[src/rtl/active_expired_priority_run_queue_unit_macros.svh]
// ----------------------------------------------------------------------------
// Run queue assertion macros
// Shared concurrent assertion wrappers for the run queue RTL.
// ----------------------------------------------------------------------------
`ifndef ACTIVE_EXPIRED_PRIORITY_RUN_QUEUE_UNIT_MACROS_SVH
`define ACTIVE_EXPIRED_PRIORITY_RUN_QUEUE_UNIT_MACROS_SVH

// Checked on every rising edge outside of reset.
`define EAPQ_ASSERT(label, prop, msg) \
    label: assert property (@(posedge i_clk) disable iff (!i_rst_n) (prop)) \
        else $error(msg);

// Checked on every rising edge, including reset.
`define EAPQ_ASSERT_ALWAYS(label, prop, msg) \
    label: assert property (@(posedge i_clk) (prop)) else $error(msg);

`endif

[src/rtl/eapq_pkg.sv]
// ----------------------------------------------------------------------------
// Run queue package
// Sizes, payload types and operation codes shared by the run queue RTL.
// ----------------------------------------------------------------------------
`default_nettype none

package eapq_pkg;

    localparam int MAX_LEVELS  = 8;
    localparam int QUEUE_DEPTH = 16;
    localparam int ID_BITS     = 8;

    localparam int TASK_W  = 8;
    localparam int PRIO_W  = 3;
    localparam int CFG_W   = 4;
    localparam int LVL_W   = (MAX_LEVELS > 1) ? $clog2(MAX_LEVELS) : 1;
    localparam int PTR_W   = (QUEUE_DEPTH > 1) ? $clog2(QUEUE_DEPTH) : 1;
    localparam int CNT_W   = $clog2(QUEUE_DEPTH + 1);
    localparam int LCNT_W  = ($clog2(MAX_LEVELS + 1) > CFG_W) ? $clog2(MAX_LEVELS + 1) : CFG_W;
    localparam int ADDR_W  = 1 + LVL_W + PTR_W;
    localparam int RAM_DEPTH = 2 ** ADDR_W;
    localparam logic [CFG_W-1:0] LEVELS_RESET = CFG_W'(4);

    typedef enum logic [1:0] {
        ACT_ENQ_ACTIVE  = 2'd0,
        ACT_ENQ_EXPIRED = 2'd1,
        ACT_DEQUEUE     = 2'd2,
        ACT_PEEK        = 2'd3
    } t_action;

    typedef struct packed {
        t_action             action;
        logic [TASK_W-1:0]   task_id;
        logic [PRIO_W-1:0]   priority_req;
    } t_item;

    typedef struct packed {
        logic                valid_res;
        logic [TASK_W-1:0]   out_task_id;
        logic [PRIO_W-1:0]   out_priority;
        logic                swapped;
        logic                error;
    } t_result;

    typedef struct packed {
        logic                swap;
        logic                found;
        logic [LVL_W-1:0]    level;
    } t_sel;

endpackage

`default_nettype wire

[src/rtl/eapq_ram.sv]
// ----------------------------------------------------------------------------
// Generic RAM
// One write port and one read port with registered read data.
// ----------------------------------------------------------------------------
`default_nettype none

module eapq_ram #(
    parameter int WIDTH = 8,
    parameter int DEPTH = 256
) (
    input  wire logic                     i_clk,
    input  wire logic                     i_we,
    input  wire logic [$clog2(DEPTH)-1:0] i_waddr,
    input  wire logic [WIDTH-1:0]         i_wdata,
    input  wire logic                     i_re,
    input  wire logic [$clog2(DEPTH)-1:0] i_raddr,
    output logic      [WIDTH-1:0]         o_rdata
);

    logic [WIDTH-1:0] r_mem [DEPTH];
    logic [WIDTH-1:0] r_rdata;

    always_ff @(posedge i_clk) begin
        if (i_we) begin
            r_mem[i_waddr] <= i_wdata;
        end
        if (i_re) begin
            r_rdata <= r_mem[i_raddr];
        end
    end

    assign o_rdata = r_rdata;

endmodule

`default_nettype wire

[src/rtl/eapq_sel.sv]
// ----------------------------------------------------------------------------
// Run queue level selector
// Decides the bank swap and picks the highest non-empty level in use.
// ----------------------------------------------------------------------------
`default_nettype none

module eapq_sel (
    input  wire logic [eapq_pkg::MAX_LEVELS-1:0] i_ne_act,
    input  wire logic [eapq_pkg::MAX_LEVELS-1:0] i_ne_exp,
    input  wire logic [eapq_pkg::LCNT_W-1:0]     i_levels,
    output eapq_pkg::t_sel                       o_sel
);

    logic [eapq_pkg::MAX_LEVELS-1:0] mask;
    logic [eapq_pkg::MAX_LEVELS-1:0] pick;
    logic                            any_act;

    always_comb begin
        for (int l = 0; l < eapq_pkg::MAX_LEVELS; l++) begin
            mask[l] = (eapq_pkg::LCNT_W'(l) < i_levels);
        end
        any_act = |(i_ne_act & mask);
        pick    = (any_act ? i_ne_act : i_ne_exp) & mask;

        o_sel.swap  = !any_act;
        o_sel.found = 1'b0;
        o_sel.level = '0;
        for (int l = 0; l < eapq_pkg::MAX_LEVELS; l++) begin
            if (pick[l]) begin
                o_sel.found = 1'b1;
                o_sel.level = eapq_pkg::LVL_W'(l);
            end
        end
    end

endmodule

`default_nettype wire

[src/rtl/active_expired_priority_run_queue_unit.sv]
// ----------------------------------------------------------------------------
// Active/expired priority run queue
// Two banks of per-level task FIFOs with enqueue, dequeue, peek and bank swap.
// ----------------------------------------------------------------------------
// An item is taken on every cycle in which start is high and busy is low;
// busy is high only while reset is applied and in the cycle after it. Each
// item produces exactly one result beat, shown on o_result with o_done high
// for a single cycle, and one item per cycle is sustained. Between the taking
// of an item and its result beat lie the input register stage, where level
// selection and the head and count update happen, and the registered
// read of the task store RAM. The receiver cannot stall: a result beat that
// is not captured in its cycle is gone. The task store needs no clearing
// pass after reset because only entries inside a FIFO's count are read.
`default_nettype none
`include "active_expired_priority_run_queue_unit_macros.svh"

module active_expired_priority_run_queue_unit (
    input  wire logic                         i_clk,
    input  wire logic                         i_rst_n,
    input  wire logic                         start,
    output logic                              busy,
    input  wire eapq_pkg::t_item              i_item,
    input  wire logic                         i_cfg_we,
    input  wire logic [eapq_pkg::CFG_W-1:0]   i_cfg_wdata,
    output logic                              o_done,
    output eapq_pkg::t_result                 o_result
);

    logic                              r_busy;
    logic                              r_v1;
    logic                              r_v2;
    logic                              r_bank_sel;
    logic [eapq_pkg::CFG_W-1:0]        r_levels;
    logic [eapq_pkg::PTR_W-1:0]        r_head  [2][eapq_pkg::MAX_LEVELS];
    logic [eapq_pkg::CNT_W-1:0]        r_count [2][eapq_pkg::MAX_LEVELS];
    eapq_pkg::t_item                   r_item;
    eapq_pkg::t_result                 r_res;

    logic [eapq_pkg::LCNT_W-1:0]       eff_levels;
    logic [eapq_pkg::MAX_LEVELS-1:0]   ne_act;
    logic [eapq_pkg::MAX_LEVELS-1:0]   ne_exp;
    eapq_pkg::t_sel                    sel;
    logic                              is_enq;
    logic                              is_deq;
    logic                              enq_bank;
    logic                              act_bank;
    logic                              sel_bank;
    logic [eapq_pkg::LVL_W-1:0]        sel_lvl;
    logic [eapq_pkg::PTR_W-1:0]        cur_head;
    logic [eapq_pkg::CNT_W-1:0]        cur_cnt;
    logic                              bad_level;
    logic                              enq_ok;
    logic [eapq_pkg::PTR_W:0]          slot_sum;
    logic [eapq_pkg::PTR_W-1:0]        slot;
    logic [eapq_pkg::PTR_W-1:0]        n_head;
    logic                              ram_we;
    logic                              ram_re;
    logic [eapq_pkg::ADDR_W-1:0]       ram_waddr;
    logic [eapq_pkg::ADDR_W-1:0]       ram_raddr;
    logic [eapq_pkg::ID_BITS-1:0]      ram_wdata;
    logic [eapq_pkg::ID_BITS-1:0]      ram_rdata;
    eapq_pkg::t_result                 n_res;

    always_comb begin
        eff_levels = (eapq_pkg::LCNT_W'(r_levels) > eapq_pkg::LCNT_W'(eapq_pkg::MAX_LEVELS))
                   ? eapq_pkg::LCNT_W'(eapq_pkg::MAX_LEVELS)
                   : eapq_pkg::LCNT_W'(r_levels);
        for (int l = 0; l < eapq_pkg::MAX_LEVELS; l++) begin
            ne_act[l] = (r_count[r_bank_sel][l] != '0);
            ne_exp[l] = (r_count[!r_bank_sel][l] != '0);
        end
    end

    eapq_sel u_sel (
        .i_ne_act (ne_act),
        .i_ne_exp (ne_exp),
        .i_levels (eff_levels),
        .o_sel    (sel)
    );

    always_comb begin
        is_enq    = (r_item.action == eapq_pkg::ACT_ENQ_ACTIVE) ||
                    (r_item.action == eapq_pkg::ACT_ENQ_EXPIRED);
        is_deq    = (r_item.action == eapq_pkg::ACT_DEQUEUE);
        enq_bank  = r_bank_sel ^ (r_item.action == eapq_pkg::ACT_ENQ_EXPIRED);
        act_bank  = r_bank_sel ^ sel.swap;
        sel_bank  = is_enq ? enq_bank : act_bank;
        sel_lvl   = is_enq ? eapq_pkg::LVL_W'(r_item.priority_req) : sel.level;
        cur_head  = r_head[sel_bank][sel_lvl];
        cur_cnt   = r_count[sel_bank][sel_lvl];
        bad_level = (eapq_pkg::LCNT_W'(r_item.priority_req) >= eff_levels);
        enq_ok    = is_enq && !bad_level &&
                    (cur_cnt != eapq_pkg::CNT_W'(eapq_pkg::QUEUE_DEPTH));

        slot_sum = {1'b0, cur_head} + (eapq_pkg::PTR_W + 1)'(cur_cnt);
        if (slot_sum >= (eapq_pkg::PTR_W + 1)'(eapq_pkg::QUEUE_DEPTH)) begin
            slot = eapq_pkg::PTR_W'(slot_sum - (eapq_pkg::PTR_W + 1)'(eapq_pkg::QUEUE_DEPTH));
        end else begin
            slot = eapq_pkg::PTR_W'(slot_sum);
        end
        n_head = (cur_head == eapq_pkg::PTR_W'(eapq_pkg::QUEUE_DEPTH - 1))
               ? '0 : cur_head + eapq_pkg::PTR_W'(1);

        ram_we    = r_v1 && enq_ok;
        ram_re    = r_v1 && !is_enq && sel.found;
        ram_waddr = {sel_bank, sel_lvl, slot};
        ram_raddr = {sel_bank, sel_lvl, cur_head};
        ram_wdata = eapq_pkg::ID_BITS'(r_item.task_id);

        n_res.valid_res    = !is_enq && sel.found;
        n_res.out_task_id  = '0;
        n_res.out_priority = (!is_enq && sel.found) ? eapq_pkg::PRIO_W'(sel.level) : '0;
        n_res.swapped      = !is_enq && sel.swap;
        n_res.error        = is_enq && !enq_ok;
    end

    eapq_ram #(
        .WIDTH (eapq_pkg::ID_BITS),
        .DEPTH (eapq_pkg::RAM_DEPTH)
    ) u_store (
        .i_clk   (i_clk),
        .i_we    (ram_we),
        .i_waddr (ram_waddr),
        .i_wdata (ram_wdata),
        .i_re    (ram_re),
        .i_raddr (ram_raddr),
        .o_rdata (ram_rdata)
    );

    always_ff @(posedge i_clk) begin
        if (!i_rst_n) begin
            r_busy     <= 1'b1;
            r_v1       <= 1'b0;
            r_v2       <= 1'b0;
            r_bank_sel <= 1'b0;
            r_levels   <= eapq_pkg::LEVELS_RESET;
            for (int b = 0; b < 2; b++) begin
                for (int l = 0; l < eapq_pkg::MAX_LEVELS; l++) begin
                    r_head[b][l]  <= '0;
                    r_count[b][l] <= '0;
                end
            end
        end else begin
            r_busy <= 1'b0;
            r_v1   <= start && !busy;
            r_v2   <= r_v1;
            if (i_cfg_we) begin
                r_levels <= i_cfg_wdata;
            end
            if (r_v1) begin
                if (!is_enq && sel.swap) begin
                    r_bank_sel <= !r_bank_sel;
                end
                if (enq_ok) begin
                    r_count[sel_bank][sel_lvl] <= cur_cnt + eapq_pkg::CNT_W'(1);
                end else if (is_deq && sel.found) begin
                    r_head[sel_bank][sel_lvl]  <= n_head;
                    r_count[sel_bank][sel_lvl] <= cur_cnt - eapq_pkg::CNT_W'(1);
                end
            end
        end
    end

    always_ff @(posedge i_clk) begin
        if (start && !busy) begin
            r_item <= i_item;
        end
        if (r_v1) begin
            r_res <= n_res;
        end
    end

    always_comb begin
        busy     = r_busy;
        o_done   = r_v2;
        o_result = r_res;
        o_result.out_task_id = r_res.valid_res ? eapq_pkg::TASK_W'(ram_rdata) : '0;
    end

    `EAPQ_ASSERT(a_result_latency, (start && !busy) |-> ##2 o_done,
        "accepted item did not produce a result beat two cycles later")
    `EAPQ_ASSERT(a_swap_flips_bank, (r_v1 && !is_enq && sel.swap) |=>
        (r_bank_sel != $past(r_bank_sel)), "bank select did not flip on a swap")
    `EAPQ_ASSERT(a_no_result_id_zero, (o_done && !o_result.valid_res) |->
        (o_result.out_task_id == '0), "empty result beat carries a task id")
    `EAPQ_ASSERT(a_enq_fields_quiet, (o_done && o_result.error) |->
        (!o_result.valid_res && !o_result.swapped), "dropped enqueue reports a task or swap")
    `EAPQ_ASSERT_ALWAYS(a_no_ram_conflict, !((ram_we === 1'b1) && (ram_re === 1'b1)),
        "task store written and read by one item")

endmodule

`default_nettype wire

[config.mk]
export PLATFORM = sky130hd
export DESIGN_NAME = active_expired_priority_run_queue_unit
export DESIGN_NICKNAME = d
export VERILOG_FILES = /design/src/rtl/eapq_pkg.sv /design/src/rtl/eapq_ram.sv /design/src/rtl/eapq_sel.sv /design/src/rtl/active_expired_priority_run_queue_unit.sv
export VERILOG_INCLUDE_DIRS = /design/src /design/src/rtl
export SDC_FILE = /design/constraint.sdc
export NUM_CORES = 2
export LEC_CHECK = 0
export BUFFER_PORTS_ARGS = -buffer_cell sky130_fd_sc_hd__buf_2
export CAP_MARGIN = 20
export CORE_MARGIN = 2
export CORE_UTILIZATION = 55
export DETAILED_ROUTE_END_ITERATION = 10
export PLACE_DENSITY = 0.73
export SLEW_MARGIN = 5
export SYNTH_ARGS = -nofsm -noshare
export SYNTH_HDL_FRONTEND = slang
export SYNTH_SLANG_ARGS = --single-unit
[constraint.sdc]
create_clock -name i_clk -period 6.65 [get_ports i_clk]
set_clock_uncertainty 0.05 [all_clocks]
set_input_delay 0.3325 -clock i_clk [delete_from_list [all_inputs] [get_ports i_clk]]
set_output_delay 0.3325 -clock i_clk [all_outputs]
set_load 0.05 [all_outputs]
==> run_results.csv <==
group,metric,value,unit
status,status,"complete, but fails checks",
status,violations,"setup timing",
timing,slew_viol_final,0,
setup_path,cp_max_fo,20,
power_and_ir_drop,power_density,331.8,nW/µm²
flow_run,drv_cap,0,
setup_path,cp.required,7.18,ns
placement,numPlacedInstances,9604,
logic_synthesis,syn_area_per_cell,12.83,µm²
route,totalWireLength,299000,µm
logic_synthesis,async_flop_share,0,%
timing,fmax,150.2,MHz
floorplan,die_h,413.4,µm
setup_path,worstSetupPathType,"reg -> reg",
floorplan,core,166800,µm²
clock_tree,cts-root-buf,"clkbuf_16",
setup_path,endpoint_kind,"flop",
global_route,antenna_found_initial,15,
timing,fin_ws,-0.007962,ns
clock_tree,cts_buffers,215,
clock_tree,worstSkewPairLatency,0.88,ns
timing,period_needed,6.658,ns
route,avgRoutedWirePerCell,29.79,µm
route,drt_iter0_markers,11737,
clock_tree,cts_tree,"yes",
timing,rsz0062_at_grt,"false",
timing,finalHoldViolCount,0,
worst_hold_path,holdCritPathClass,"in -> reg",
logic_synthesis,synth_cells,7185,
clock_tree,cts.sinks,2228,
route,drc,0,
placement,port_buffers,36,
timing,slew_headroom,16.52,%
setup_path,start_kind,"flop",
final_layout,drive_above_1_share,13.89,%
power_and_ir_drop,report.power.total,0.03522,W
floorplan,die_x,413.4,µm
floorplan,num_rows,150,
route,antenna_left,0,
global_route,grt_usage,34.63,%
logic_synthesis,synth_top_area_share,72.29,%
logic_synthesis,synth_top_area_cell,"edfxtp_1",
logic_synthesis,ys_ff_latch,2228,
final_layout,fin_area,106100,µm²
logic_synthesis,ys_types,100,
placement,dp_hpwl,189200,µm
final_layout,nets,7672,
timing,worst_pin_slew,1.252,ns
setup_path,critPathArrivalTime,7.18,ns
floorplan,ios,37,
floorplan,fp.dieArea,170900,µm²
final_layout,area_growth,15.13,%
global_route,grt_start_max_net_pins,182,
logic_synthesis,yosysWarnings,0,
logic_synthesis,yosysSeqAreaShare,72.48,%
clock_tree,htree_levels,4,
final_layout,fin_util,63.61,%
final_layout,mostFrequentLayoutCells,"2219 x edfxtp_1, 1909 x nand2_1, 707 x nand3_1",
global_route,grt_pass1_vias,61839,
timing,period_share,100.1,%
final_layout,final_common_cell,"edfxtp_1",
clock_tree,cts_max_path_buffers,3,
final_layout,layout.cells.non_filler,10036,
logic_synthesis,synth_flop_cell,"edfxtp_1",
timing,finalSetupViolations,8,
route,via_per_inst,6.546,
floorplan,initial_utilization,55.25,%
timing,fin_tns_setup,-0.04429,ns
logic_synthesis,synth_area,92180,µm²
power_and_ir_drop,vdd_drop_max,0.3015,mV
clock_tree,clk_pin_slew_worst_paths,0.06,ns
placement,gp_congestion,0.9865,
global_route,grt_pass1_wl,427500,µm
route,dr.pass1.iters,9,
power_and_ir_drop,leakage,37.06,nW
logic_synthesis,ys_top_cells_by_area,"edfxtp_1 72%, nand2_1 7.8%, nand3_1 3.8%, mux2i_1 2.4%, nor2_1 1.8%",
global_route,grt_remaining_overflow,0,
logic_synthesis,syn_nets,7215,
placement,placed_cell_area,98680,µm²
route,num_vias,65692,
logic_synthesis,synth_edf_count,2219,
## synthesized netlist by cell type (all sizes together) (86+ instances only)
cell type / n
nand2: 1911
edfxtp: 2219
a311oi: 86
o21ai: 93
buf: 359
a31oi: 122
nor2: 437
mux2i: 222
a21oi: 131
nand3: 711
clkbuf: 124
and3: 107
## final timing paths
path	start	to	slack, ns	cells past startpoint
max	r_count[0][26]	u_store.r_mem[111][7]	-0.008	19
min	i_rst_n	r_v1	0.09	2
min reg2reg	r_v1	o_result[1]	0.63	0
max reg2reg	r_count[0][26]	u_store.r_mem[111][7]	-0.008	19
## where the power goes
part	total, W	switching, W	internal (W)
Combinational	0.00737	0.00530	0.00207
Sequential	0.0155	0.0000444	0.0155
Clock	0.0124	0.00544	0.00691
## routing by layer
layer  GRT usage, %  vias to the layer above  share of wire [%]
met3          10.04                      930                 14
li1               -                    27449                  -
met1          46.54                    32051                 35
met5              0                        -              0.031
met4          19.86                       14                6.3
met2          50.62                     5248                 44
## worst max-delay path: stages, from the launching register on
cell and delay (ns):
edfxtp_1 0.39, or4_1 0.59, o31ai_1 0.35, o22ai_1 0.19, a32o_1 0.32, a31oi_2 0.38
nor2_2 0.09, buf_4 0.27, nor2_2 0.23, buf_4 0.40, nand3_1 0.14, nand3_1 0.14
o22ai_1 0.10, nor2_1 0.41, o221a_2 0.33, and2_1 0.19, buf_12 0.23, nand2_1 0.60
nor2_1 0.64, buf_4 0.30
## timing repair
action	in CTS	in global routing
buffers inserted	0	1
pin swaps	0	1
hold buffers	23	0
resized for setup	1	10
endpoints found under the setup margin	1	1207
hold endpoints to repair	30	0
## kinds of logic after synthesis
logic type | count (synthesis) | synth area share (%)
buf+inv | 504 | 2.720
xor+xnor | 28 | 0.2660
compound gates | 736 | 5.734
mux | 230 | 2.525
fa+ha+maj | 9 | 0.1303
simple gates | 3450 | 16.14
flops | 2228 | 72.48
## state kept, by name, summed over array words and instances, names as in the netlist, named ones only
signal	flops
u_store.o_rdata	8
r_count	80
u_store.r_mem	2048
r_bank_sel	1
o_result	6
ram_wdata	8
busy	1
r_levels	4
o_done	1
r_item	5
r_head	64
r_v1	1
## metrics by stage
| step | hold slack, ns | setup WS [ns] |
|---|---|---|
| floorplan | 0.3814 | 0.2728 |
| global placement | 0.4596 | -0.002442 |
| detailed placement | 0.4611 | -0.04034 |
| CTS | 0.04999 | 0.0001639 |
| global route | 0.07574 | 0.003199 |
| finish | 0.09435 | -0.007962 |
## layout make-up
type / count / area [µm²]
Antenna cell: 11 / 27.53
Timing Repair Buffer: 723 / 6247
Clock inverter: 143 / 1580
Fill cell: 11800 / 60720
Sequential cell: 2228 / 66810
Tap cell: 2204 / 2758
Clock buffer: 253 / 5523
Inverter: 21 / 110.1
Multi-Input combinational cell: 4453 / 23070
Note: power is estimated with default switching activity, not from simulation.
